===== src/ple_pkg.sv =====
// Shared types and codes for the positional list engine.
// Used by the controller, the datapath and the top level; depends on nothing.
`default_nettype none

package ple_pkg;

    localparam int CAPACITY_DEF   = 64;
    localparam int DATA_WIDTH_DEF = 32;
    localparam int ACT_WIDTH      = 3;
    localparam int ST_WIDTH       = 2;

    localparam logic [ACT_WIDTH-1:0] ACT_LENGTH = 3'd0;
    localparam logic [ACT_WIDTH-1:0] ACT_READ   = 3'd1;
    localparam logic [ACT_WIDTH-1:0] ACT_FIND   = 3'd2;
    localparam logic [ACT_WIDTH-1:0] ACT_INSERT = 3'd3;
    localparam logic [ACT_WIDTH-1:0] ACT_DELETE = 3'd4;

    localparam logic [ST_WIDTH-1:0] ST_OK        = 2'd0;
    localparam logic [ST_WIDTH-1:0] ST_BAD_POS   = 2'd1;
    localparam logic [ST_WIDTH-1:0] ST_NOT_FOUND = 2'd2;
    localparam logic [ST_WIDTH-1:0] ST_FULL      = 2'd3;

    typedef struct packed {
        logic                load_req;
        logic                p_load;
        logic                p_step;
        logic                rd_en;
        logic                cmp_en;
        logic                shift_en;
        logic                put_en;
        logic                cnt_dec;
        logic                st_load;
        logic [ST_WIDTH-1:0] st_code;
        logic                out_load;
    } ple_cmd_t;

    typedef struct packed {
        logic [ACT_WIDTH-1:0] action;
        logic                 rd_ok;
        logic                 ins_ok;
        logic                 full;
        logic                 active;
        logic                 cmp_pend;
        logic                 match;
        logic                 wr_pend;
        logic                 out_free;
    } ple_stat_t;

endpackage

`default_nettype wire


===== src/ple_ram.sv =====
// Generic single-write, single-read RAM with a registered read port.
// Holds the list words; depends on nothing.
`default_nettype none

module ple_ram #(
    parameter int WIDTH = 32,
    parameter int DEPTH = 64
) (
    input  wire logic                     clk,
    input  wire logic                     wr_en,
    input  wire logic [$clog2(DEPTH)-1:0] wr_addr,
    input  wire logic [WIDTH-1:0]         wr_data,
    input  wire logic                     rd_en,
    input  wire logic [$clog2(DEPTH)-1:0] rd_addr,
    output logic      [WIDTH-1:0]         rd_data
);

    logic [WIDTH-1:0] mem [DEPTH];

    always_ff @(posedge clk)
    begin
        if (wr_en)
        begin
            mem[wr_addr] <= wr_data;
        end
        if (rd_en)
        begin
            rd_data <= mem[rd_addr];
        end
    end

endmodule

`default_nettype wire


===== src/ple_dpath.sv =====
// Datapath of the positional list engine: request registers, walk pointer,
// entry memory, shift and compare pipeline, count and output register.
// Depends on ple_pkg and ple_ram.
`default_nettype none

module ple_dpath #(
    parameter int CAPACITY   = 64,
    parameter int DATA_WIDTH = 32
) (
    input  wire logic                                 clk,
    input  wire logic                                 rst_n,
    input  wire ple_pkg::ple_cmd_t                    cmd,
    output ple_pkg::ple_stat_t                        stat,
    input  wire logic [ple_pkg::ACT_WIDTH-1:0]        action,
    input  wire logic [$clog2(CAPACITY+2)-1:0]        position,
    input  wire logic signed [DATA_WIDTH-1:0]         value,
    input  wire logic                                 out_stall,
    output logic                                      out_valid,
    output logic      [ple_pkg::ST_WIDTH-1:0]         status,
    output logic signed [DATA_WIDTH-1:0]              data_out,
    output logic      [$clog2(CAPACITY+2)-1:0]        found_position,
    output logic      [$clog2(CAPACITY+2)-1:0]        length
);

    import ple_pkg::*;

    localparam int AW = $clog2(CAPACITY);
    localparam int PW = $clog2(CAPACITY + 2);

    logic [ACT_WIDTH-1:0]  action_reg;
    logic [PW-1:0]         pos_reg;
    logic [DATA_WIDTH-1:0] value_reg;
    logic [PW-1:0]         count_reg;
    logic [PW-1:0]         p_reg;
    logic                  wr_pend_reg;
    logic [AW-1:0]         wr_addr_reg;
    logic                  cmp_pend_reg;
    logic [PW-1:0]         cmp_pos_reg;
    logic [PW-1:0]         found_reg;
    logic [ST_WIDTH-1:0]   status_reg;
    logic                  out_valid_reg;
    logic [ST_WIDTH-1:0]   out_status_reg;
    logic [DATA_WIDTH-1:0] out_data_reg;
    logic [PW-1:0]         out_found_reg;
    logic [PW-1:0]         out_length_reg;

    logic                  is_insert;
    logic                  match;
    logic [PW-1:0]         p_init;
    logic [PW-1:0]         p_minus1;
    logic [PW-1:0]         p_minus2;
    logic [PW-1:0]         pos_minus1;
    logic [PW-1:0]         cnt_plus1;
    logic [AW-1:0]         shift_addr;
    logic                  mem_wr_en;
    logic [AW-1:0]         mem_wr_addr;
    logic [DATA_WIDTH-1:0] mem_wr_data;
    logic [DATA_WIDTH-1:0] rd_data;

    assign is_insert  = (action_reg == ACT_INSERT);
    assign p_minus1   = p_reg - 1'b1;
    assign p_minus2   = p_reg - PW'(2);
    assign pos_minus1 = pos_reg - 1'b1;
    assign cnt_plus1  = count_reg + 1'b1;
    assign match      = cmp_pend_reg && (rd_data == value_reg);

    always_comb
    begin
        case (action_reg)
            ACT_FIND:   p_init = PW'(1);
            ACT_INSERT: p_init = count_reg;
            ACT_DELETE: p_init = pos_reg + 1'b1;
            default:    p_init = pos_reg;
        endcase
    end

    // Insert moves entry p-1 up to p; delete moves it down to p-2.
    assign shift_addr = is_insert ? p_reg[AW-1:0] : p_minus2[AW-1:0];

    assign mem_wr_en   = wr_pend_reg | cmd.put_en;
    assign mem_wr_addr = wr_pend_reg ? wr_addr_reg : pos_minus1[AW-1:0];
    assign mem_wr_data = wr_pend_reg ? rd_data : value_reg;

    ple_ram #(
        .WIDTH (DATA_WIDTH),
        .DEPTH (CAPACITY)
    ) u_ram (
        .clk     (clk),
        .wr_en   (mem_wr_en),
        .wr_addr (mem_wr_addr),
        .wr_data (mem_wr_data),
        .rd_en   (cmd.rd_en),
        .rd_addr (p_minus1[AW-1:0]),
        .rd_data (rd_data)
    );

    always_comb
    begin
        stat.action   = action_reg;
        stat.rd_ok    = (pos_reg != '0) && (pos_reg <= count_reg);
        stat.ins_ok   = (pos_reg != '0) && (pos_reg <= cnt_plus1);
        stat.full     = (count_reg == PW'(CAPACITY));
        stat.active   = is_insert ? (p_reg >= pos_reg) : (p_reg <= count_reg);
        stat.cmp_pend = cmp_pend_reg;
        stat.match    = match;
        stat.wr_pend  = wr_pend_reg;
        stat.out_free = !out_valid_reg || !out_stall;
    end

    always_ff @(posedge clk)
    begin
        if (cmd.load_req)
        begin
            action_reg <= action;
            pos_reg    <= position;
            value_reg  <= value;
        end
        if (cmd.p_load)
        begin
            p_reg <= p_init;
        end
        else if (cmd.p_step)
        begin
            p_reg <= is_insert ? p_minus1 : (p_reg + 1'b1);
        end
        if (cmd.shift_en)
        begin
            wr_addr_reg <= shift_addr;
        end
        if (cmd.cmp_en)
        begin
            cmp_pos_reg <= p_reg;
        end
        if (cmd.load_req)
        begin
            found_reg <= '0;
        end
        else if (match)
        begin
            found_reg <= cmp_pos_reg;
        end
        if (cmd.load_req)
        begin
            status_reg <= ST_OK;
        end
        else if (cmd.st_load)
        begin
            status_reg <= cmd.st_code;
        end
        if (cmd.out_load)
        begin
            out_status_reg <= status_reg;
            out_data_reg   <= (action_reg == ACT_READ && status_reg == ST_OK) ? rd_data : '0;
            out_found_reg  <= found_reg;
            out_length_reg <= count_reg;
        end
    end

    always_ff @(posedge clk or negedge rst_n)
    begin
        if (!rst_n)
        begin
            count_reg     <= '0;
            wr_pend_reg   <= 1'b0;
            cmp_pend_reg  <= 1'b0;
            out_valid_reg <= 1'b0;
        end
        else
        begin
            wr_pend_reg  <= cmd.shift_en;
            cmp_pend_reg <= cmd.cmp_en;
            if (cmd.put_en)
            begin
                count_reg <= cnt_plus1;
            end
            else if (cmd.cnt_dec)
            begin
                count_reg <= count_reg - 1'b1;
            end
            if (cmd.out_load)
            begin
                out_valid_reg <= 1'b1;
            end
            else if (!out_stall)
            begin
                out_valid_reg <= 1'b0;
            end
        end
    end

    assign out_valid      = out_valid_reg;
    assign status         = out_status_reg;
    assign data_out       = out_data_reg;
    assign found_position = out_found_reg;
    assign length         = out_length_reg;

endmodule

`default_nettype wire


===== src/ple_ctrl.sv =====
// Controller of the positional list engine: sequences decode, read, scan,
// shift, put and result hand-off through commands to the datapath.
// Depends on ple_pkg.
`default_nettype none

module ple_ctrl (
    input  wire logic               clk,
    input  wire logic               rst_n,
    input  wire logic               in_valid,
    output logic                    in_stall,
    input  wire ple_pkg::ple_stat_t stat,
    output ple_pkg::ple_cmd_t       cmd
);

    import ple_pkg::*;

    localparam logic [2:0] S_IDLE   = 3'd0;
    localparam logic [2:0] S_DECODE = 3'd1;
    localparam logic [2:0] S_READ   = 3'd2;
    localparam logic [2:0] S_SCAN   = 3'd3;
    localparam logic [2:0] S_SHIFT  = 3'd4;
    localparam logic [2:0] S_PUT    = 3'd5;
    localparam logic [2:0] S_FINISH = 3'd6;

    logic [2:0] state_reg;
    logic [2:0] state_next;

    assign in_stall = (state_reg != S_IDLE);

    always_comb
    begin
        cmd        = '0;
        state_next = state_reg;
        case (state_reg)
            S_IDLE:
            begin
                if (in_valid)
                begin
                    cmd.load_req = 1'b1;
                    state_next   = S_DECODE;
                end
            end
            S_DECODE:
            begin
                cmd.p_load = 1'b1;
                state_next = S_FINISH;
                case (stat.action)
                    ACT_READ:
                    begin
                        if (stat.rd_ok)
                        begin
                            state_next = S_READ;
                        end
                        else
                        begin
                            cmd.st_load = 1'b1;
                            cmd.st_code = ST_BAD_POS;
                        end
                    end
                    ACT_FIND:
                    begin
                        state_next = S_SCAN;
                    end
                    ACT_INSERT:
                    begin
                        if (!stat.ins_ok)
                        begin
                            cmd.st_load = 1'b1;
                            cmd.st_code = ST_BAD_POS;
                        end
                        else if (stat.full)
                        begin
                            cmd.st_load = 1'b1;
                            cmd.st_code = ST_FULL;
                        end
                        else
                        begin
                            state_next = S_SHIFT;
                        end
                    end
                    ACT_DELETE:
                    begin
                        if (stat.rd_ok)
                        begin
                            state_next = S_SHIFT;
                        end
                        else
                        begin
                            cmd.st_load = 1'b1;
                            cmd.st_code = ST_BAD_POS;
                        end
                    end
                    default:
                    begin
                        state_next = S_FINISH;
                    end
                endcase
            end
            S_READ:
            begin
                cmd.rd_en  = 1'b1;
                state_next = S_FINISH;
            end
            S_SCAN:
            begin
                if (stat.match)
                begin
                    state_next = S_FINISH;
                end
                else if (stat.active)
                begin
                    cmd.rd_en  = 1'b1;
                    cmd.cmp_en = 1'b1;
                    cmd.p_step = 1'b1;
                end
                else if (!stat.cmp_pend)
                begin
                    cmd.st_load = 1'b1;
                    cmd.st_code = ST_NOT_FOUND;
                    state_next  = S_FINISH;
                end
            end
            S_SHIFT:
            begin
                if (stat.active)
                begin
                    cmd.rd_en    = 1'b1;
                    cmd.shift_en = 1'b1;
                    cmd.p_step   = 1'b1;
                end
                else if (!stat.wr_pend)
                begin
                    if (stat.action == ACT_INSERT)
                    begin
                        state_next = S_PUT;
                    end
                    else
                    begin
                        cmd.cnt_dec = 1'b1;
                        state_next  = S_FINISH;
                    end
                end
            end
            S_PUT:
            begin
                cmd.put_en = 1'b1;
                state_next = S_FINISH;
            end
            S_FINISH:
            begin
                if (stat.out_free)
                begin
                    cmd.out_load = 1'b1;
                    state_next   = S_IDLE;
                end
            end
            default:
            begin
                state_next = S_IDLE;
            end
        endcase
    end

    always_ff @(posedge clk or negedge rst_n)
    begin
        if (!rst_n)
        begin
            state_reg <= S_IDLE;
        end
        else
        begin
            state_reg <= state_next;
        end
    end

endmodule

`default_nettype wire


===== src/positional_list_engine.sv =====
// Positional list engine: an ordered list of signed words held in one RAM.
// The input channel (in_valid, in_stall) carries one request beat: action,
// position and value. The output channel (out_valid, out_stall) returns one
// result beat per request: status, data_out, found_position and length.
// Length requests, unused action codes and failed requests go from decode
// straight to the finish state; a read passes through the read state first.
// Find walks the list one entry per cycle.
// Insert at position p shifts count - p + 1 entries up and delete shifts
// count - p entries down, one RAM read and one RAM write per cycle; the
// single RAM read port sets these rates. One request is in work at a time;
// in_stall is high from acceptance until the result is placed in the output
// register.
// A finished result waits in the output register while out_stall is high;
// the next request can be accepted and processed meanwhile, and its own
// result waits in the engine until the register frees.
// Reset empties the list and clears out_valid; entry storage is
// not cleared, since only positions below the count are ever read.
// Depends on ple_pkg, ple_ctrl, ple_dpath and ple_ram.
`default_nettype none

module positional_list_engine #(
    parameter int CAPACITY   = ple_pkg::CAPACITY_DEF,
    parameter int DATA_WIDTH = ple_pkg::DATA_WIDTH_DEF
) (
    input  wire logic                                 clk,
    input  wire logic                                 rst_n,
    input  wire logic                                 in_valid,
    output logic                                      in_stall,
    input  wire logic [ple_pkg::ACT_WIDTH-1:0]        action,
    input  wire logic [$clog2(CAPACITY+2)-1:0]        position,
    input  wire logic signed [DATA_WIDTH-1:0]         value,
    output logic                                      out_valid,
    input  wire logic                                 out_stall,
    output logic      [ple_pkg::ST_WIDTH-1:0]         status,
    output logic signed [DATA_WIDTH-1:0]              data_out,
    output logic      [$clog2(CAPACITY+2)-1:0]        found_position,
    output logic      [$clog2(CAPACITY+2)-1:0]        length
);

    import ple_pkg::*;

    ple_cmd_t  cmd;
    ple_stat_t stat;

    ple_ctrl u_ctrl (
        .clk      (clk),
        .rst_n    (rst_n),
        .in_valid (in_valid),
        .in_stall (in_stall),
        .stat     (stat),
        .cmd      (cmd)
    );

    ple_dpath #(
        .CAPACITY   (CAPACITY),
        .DATA_WIDTH (DATA_WIDTH)
    ) u_dpath (
        .clk            (clk),
        .rst_n          (rst_n),
        .cmd            (cmd),
        .stat           (stat),
        .action         (action),
        .position       (position),
        .value          (value),
        .out_stall      (out_stall),
        .out_valid      (out_valid),
        .status         (status),
        .data_out       (data_out),
        .found_position (found_position),
        .length         (length)
    );

`ifndef SYNTHESIS
    a_busy_after_accept: assert property (@(posedge clk) disable iff (!rst_n)
        (in_valid && !in_stall) |=> in_stall)
        else $error("engine accepted a beat but did not become busy");

    a_single_write: assert property (@(posedge clk) disable iff (!rst_n)
        !(stat.wr_pend && cmd.put_en))
        else $error("shift write and insert write collided");

    a_length_bound: assert property (@(posedge clk) disable iff (!rst_n)
        out_valid |-> (length <= CAPACITY))
        else $error("reported length exceeds capacity");

    a_load_when_free: assert property (@(posedge clk) disable iff (!rst_n)
        cmd.out_load |-> (!out_valid || !out_stall))
        else $error("result overwrote a beat still waiting");
`endif

endmodule

`default_nettype wire


===== config.mk =====
export PLATFORM = sky130hd
export DESIGN_NAME = positional_list_engine
export DESIGN_NICKNAME = d
export VERILOG_FILES = /design/src/ple_pkg.sv /design/src/ple_ram.sv /design/src/ple_dpath.sv /design/src/ple_ctrl.sv /design/src/positional_list_engine.sv
export SDC_FILE = /design/constraint.sdc
export NUM_CORES = 2
export LEC_CHECK = 0
export ABC_AREA = 1
export BUFFER_PORTS_ARGS = -buffer_cell sky130_fd_sc_hd__buf_4
export CELL_PAD_IN_SITES_DETAIL_PLACEMENT = 1
export CELL_PAD_IN_SITES_GLOBAL_PLACEMENT = 1
export CORE_AREA = 4 4 440 442
export CTS_CLUSTER_DIAMETER = 200
export DETAILED_ROUTE_END_ITERATION = 7
export DIE_AREA = 0 0 444 446
export PLACE_DENSITY_LB_ADDON = 0.1
export SLEW_MARGIN = 20
export SYNTH_ARGS = -nofsm -noshare
export SYNTH_HDL_FRONTEND = slang
export SYNTH_SLANG_ARGS = --single-unit
export TNS_END_PERCENT = 5

===== constraint.sdc =====
create_clock -name clk -period 4.3 [get_ports clk]
set_clock_uncertainty 0.05 [all_clocks]
set_input_delay 0.215 -clock clk [delete_from_list [all_inputs] [get_ports clk]]
set_output_delay 0.215 -clock clk [all_outputs]
set_load 0.03 [all_outputs]

# Word-level counts from Yosys, hierarchy flattened
# Memory sizes are Yosys's and may differ from the RTL's. A register that Yosys moved wholly into a read port is not among the register bits.
# Index checks and enable logic that the tools add are counted.
# W data, S select, Z words.
# word_totals
reg_bits	132
ramBits	2048
input_bits	46
elab_cells	119
memories	1
# classes
addsub	7
magnitude_cmp	4
n_eq_ne	19
n_mux	54
bitwise	1
reduce_logical	16
# memory_table
name	words	word_bits	rd	rd_clocked_by_memory_dff	write_ports	line	text
u_dpath.u_ram.mem	64	32	1	1	1	ple_ram.sv:18	logic [WIDTH-1:0] mem [DEPTH];
# ops
operator	n
$mux W3	17
$mux W7	5
$eq A32 B32 Y1	1
$mux W32	1
$add A7 B1 Y7 const B	3
$le A7 B7 Y1	3
$pmux W7 S3	1
$mux W1	18
$pmux W3 S6	1
$sub A7 B1 Y7 const B	2
$eq A3 B2 Y1 const B	4
$eq A3 B3 Y1 const B	4
$mux W6	2
$pmux W3 S2	2
$pmux W3 S4	1
$mux W2	4
$ne A2 B2 Y1 const B	4
$eq A7 B7 Y1 const B	1
$ge A7 B7 Y1	1
$reduce_bool A7 Y1	1
$eq A3 B1 Y1 const B	2
$reduce_and A6 Y1	1
$sub A6 B1 Y6 const B	1
$sub A6 B2 Y6 const B	1
14 further kinds	20

# Longest topological paths before layout
# depth
depth_word	7
mapped_depth	19
depth_no_buf	18

# Hierarchy
# From an unflattened synthesis, not the netlist that was laid out.
# hier_totals
cells_unflattened	7650
hier_area_um2	90566.9
# modules_own_cells
mod	instances	cells_each	area_each_um2	seq_area_each_um2
ple_ram	1	6769	83058.4	62459.9
ple_dpath	1	792	7023.0	3733.6
ple_ctrl	1	89	485.5	75.1

# Worst setup path after synthesis
# Ideal clock, no wire load.
# synth_timing
path_kind	register to register
startpoint	register u_dpath.wr_pend_reg
endpoint	memory u_dpath.u_ram.mem[0][2] (data pin)
setup_ps	702
arrival_time_ps	3356
required_time_ps	3548
path_slack_ps	192
path_stages_with_launch	5
n_path_buf	2
period_less_slack_ps	4108
path_cell_list	dfrtp_1 > inv_1 > clkbuf_1 > clkbuf_1 > o21ai_0
# synth_between
elab_chain_len	1
# synth_lines
item	line	text
start, declared	ple_dpath.sv:35	logic wr_pend_reg;
start signal, assigned	ple_dpath.sv:170	wr_pend_reg <= cmd.shift_en;
$mux W32	ple_dpath.sv:82	assign mem_wr_data = wr_pend_reg ? rd_data : value_reg;
named net u_dpath.mem_wr_data[2]	ple_dpath.sv:57	logic [DATA_WIDTH-1:0] mem_wr_data;
end, declared	ple_ram.sv:18	
# The timed path passes the listed nets, and every way through them passes these cells.

==> results.json <==
{
  "cp_data_required_time_ps": 4750,
  "postSynth.asyncResetShare_pct": 0.588,
  "final_cell_mix": "sky130_fd_sc_hd__edfxtp_1 (2190), sky130_fd_sc_hd__nor2_1 (1112), sky130_fd_sc_hd__o21ai_0 (1027)",
  "regMostFlops": "u_dpath.u_ram.mem",
  "design_power_total_mw": 86.2,
  "max_cap_violations": 0,
  "synthAdderAreaFrac_pct": 0.522,
  "area.growth.synth_to_final_pct": 14.5,
  "post_synth_inst_count": 7011,
  "synth_top_family_by_area": "simple AND/OR/NAND/NOR gates",
  "power_switching_share_pct": 43.9,
  "max_freq_mhz": 255,
  "cts_buffers": 228,
  "place_hpwl_mm": 154,
  "internal-power_mw": 48.3,
  "power.density_mw_per_mm2": 849,
  "peak_fanout_along_the_critical_path": 32,
  "worstPathArrival_ps": 4370,
  "nNetsFinal": 7258,
  "grt-ovfl-total": 0,
  "synth_area_per_cell_um2": 12.6,
  "syn-cell-area_mm2": 0.0886,
  "die_footprint_mm2": 0.198,
  "die-height_um": 446,
  "ioPinCount": 96,
  "layout-drive-gt1-share_pct": 9.87,
  "grt_pass1_vias": 61000,
  "synthDominantAreaCellType": "sky130_fd_sc_hd__edfxtp_1",
  "cts_max_level": 4,
  "number_of_rows_in_the_core_area": 160,
  "largest_net_degree_at_the_start_of_global_routing": 213,
  "drt_iter0_markers": 5185,
  "finalWorstPathRequiredPeriod_ps": 3920,
  "end_kind": "flip-flop",
  "timing.setup.tns_ps": 0,
  "wl_mm": 276,
  "largest_register_ffs": 2048,
  "vias": 58900,
  "synth-seq-area-share_pct": 74.8,
  "clock_power_share_pct": 21.7,
  "gr-usage-all-layers_pct": 27.6,
  "proportion_of_power_drawn_by_flip_flops_and_latches_pct": 32.9,
  "filler_instances": 18700,
  "critPathLaunchType": "flip-flop",
  "worstMarginPinSlew_ps": 1120,
  "p_leak_nw": 33.6,
  "maximum_root_to_sink_buffer_count": 3,
  "grt_pass1_wl_mm": 407,
  "reg2reg_setup_slack_ps": 380,
  "power.net_switching_mw": 37.9,
  "timing.critical_path.max_delay_family": "simple AND/OR/NAND/NOR gates",
  "compound_gate_portion_of_the_synthesized_area_pct": 10.4,
  "place_congestion": 0.835,
  "clk_latency_ps": 870,
  "ys_warn_count": 0,
  "synth_top_area_share_pct": 74.2,
  "setup_viol": 0,
  "chipWidth_um": 444,
  "post_route_ant_nets": 0,
  "irDropWorstVdd_mv": 1.15,
  "cp_num_buf_inv": 1,
  "final_cells": 9869,
  "whs_path_depth": 2,
  "drt-vias-per-instance": 5.97,
  "rsz0062_at_grt": "false",
  "synth.area.mux_share_pct": 0.0113,
  "critical_path_cell_count": 9,
  "slew_violations": 0,
  "hold_viol_final": 0,
  "comb_power_share_pct": 45.4,
  "initial_core_util_pct": 46.8,
  "design.core.area_mm2": 0.190,
  "synth.area.top_cells": "sky130_fd_sc_hd__edfxtp_1 (74%), sky130_fd_sc_hd__o21ai_0 (6.0%), sky130_fd_sc_hd__nor2_1 (5.0%), sky130_fd_sc_hd__o22ai_1 (3.6%), sky130_fd_sc_hd__nand2_1 (3.4%)",
  "relSlewSlack_pct": 25.3,
  "cts.reportedPaths.clkPinSlew_ps": 60,
  "dp.cells": 9382,
  "max_stage_delay_ps": 650,
  "synthesis.nets": 7094,
  "post_synth_num_cell_types": 41,
  "synth-edff-count": 2190,
  "mostFrequentLayoutCell": "sky130_fd_sc_hd__edfxtp_1",
  "critical-path-top-cell-by-count": "sky130_fd_sc_hd__nand2_1",
  "r2r.worst_path.cells": 9,
  "detail_route.first_pass.iterations": 7,
  "clock-root-buffer": "sky130_fd_sc_hd__clkbuf_16",
  "crit_path_top_delay_cell": "sky130_fd_sc_hd__nor2_2",
  "post_synthesis_xor_xnor_area_fraction_pct": 0.404,
  "antenna_found_initial": 4,
  "tritoncts": "done",
  "synth_seq_cells": 2212,
  "final.period_utilization_pct": 91.2,
  "cts_resized": 0,
  "synth_simple_gate_area_share_pct": 10.9,
  "synth_ff_type": "sky130_fd_sc_hd__edfxtp_1",
  "wl_per_cell_um": 27.9,
  "worstSetupPathType": "flip-flop to flip-flop",
  "status": "completed",
  "cts_sinks": 2212,
  "path_cells": "xnor2_1, nand2_1, nor2_1, nand2_1, nor2_2, nand3_2, a21oi_1, o21ai_4, buf_4",
  "detail_route.drc_violations": 0,
  "count_of_buffers_from_port_buffering": 95,
  "post-route-util_pct": 53.5,
  "hold_path.class": "primary input to flip-flop"
}
layer usage:
layer	track usage [%]	share of wire (%)	vias to the layer above
met5	0	0	-
met4	7.30	2.4	0
met3	3.89	6.0	405
met2	46.0	49	1933
met1	38.3	43	30600
li1	-	-	26000
worst register-to-register path, stage by stage, from the launching register on:
cell                       delay, ps
sky130_fd_sc_hd__edfxtp_1        470
sky130_fd_sc_hd__xnor2_1         190
sky130_fd_sc_hd__nand2_1          80
sky130_fd_sc_hd__nor2_1          600
sky130_fd_sc_hd__nand2_1         250
sky130_fd_sc_hd__nor2_2          660
sky130_fd_sc_hd__nand3_2         360
sky130_fd_sc_hd__a21oi_1         420
sky130_fd_sc_hd__o21ai_4          90
sky130_fd_sc_hd__buf_4           340
path summary, 6_finish.rpt:
kind	start	endpoint
min in group asynchronous	rst_n	u_ctrl.state_reg[0]$_DFFE_PN0P_
max in group asynchronous	rst_n	u_dpath.wr_pend_reg$_DFF_PN0_
min	value[18]	u_dpath.value_reg[18]$_DFFE_PP_
max reg2reg	u_dpath.u_ram.rd_data[19]$_DFFE_PP_	u_dpath.u_ram.rd_data[26]$_DFFE_PP_
max	u_dpath.u_ram.rd_data[19]$_DFFE_PP_	u_dpath.u_ram.rd_data[26]$_DFFE_PP_
min reg2reg	u_dpath.found_reg[3]$_SDFFE_PP0P_	u_dpath.found_position[3]$_DFFE_PP_
what timing repair did:
item / 4_1_cts / 5_1_grt
hold buffers: 73 / 0
buffers inserted: 0 / 0
hold endpoints to repair: 76 / 0
power by group through the flow:
| stage | clock network (mW) | registers, mW | logic, mW |
|---|---|---|---|
| final | 18.7 | 28.3 | 39.2 |
| after global routing | 20.0 | 28.4 | 42.8 |
| after CTS | 19.0 | 28.3 | 39.0 |
| after detailed placement | 0 | 28.8 | 38.7 |
| after global placement | 0 | 28.7 | 37.7 |
| after floorplan | 0 | 29.1 | 22.7 |
stage by stage:
stage | worst slack, ps | area, um2 | hold WS [ps]
3_5_place_dp | 241 | 93800 | 30.7
6_report | 378 | 102000 | 70.5
2_1_floorplan | 192 | 88600 | -131
3_3_place_gp | 327 | 93800 | 28.3
5_1_grt | 159 | 101000 | 25.7
4_1_cts | 213 | 101000 | 0.741
synthesized netlist by cell type (all sizes together), types with 3 or more instances:
library cell,number
edfxtp,2190
nor2,1179
o21ai,1126
nand2,807
o22ai,516
nand3,404
clkbuf,260
buf,203
inv,146
ha,37
a21oi,30
xnor2,28
dfrtp,13
nand4,13
xor2,12
nor3,10
dfxtp,9
a31oi,6
o211ai,5
a21o,3
kinds of logic (layout without fill, tap and decap cells):
logic type	after synthesis	in the layout
compound gates	1695	1695
xor+xnor	40	40
fa+ha+maj	37	37
buf+inv	611	955
flops	2212	2212
mux	1	1
other cells	0	3
simple gates	2415	2415
cell type report:
class	instances	area, um2	area share, %
Clock inverter	125	917	0.904
Timing Repair Buffer	397	4010	3.95
Clock buffer	285	5980	5.89
Sequential cell	2212	66300	65.3
Tap cell	2511	3140	3.10
Antenna cell	3	7.51	0.00740
Multi-Input combinational cell	4188	20600	20.3
Inverter	148	593	0.584
(Power assumes the default switching activity.)
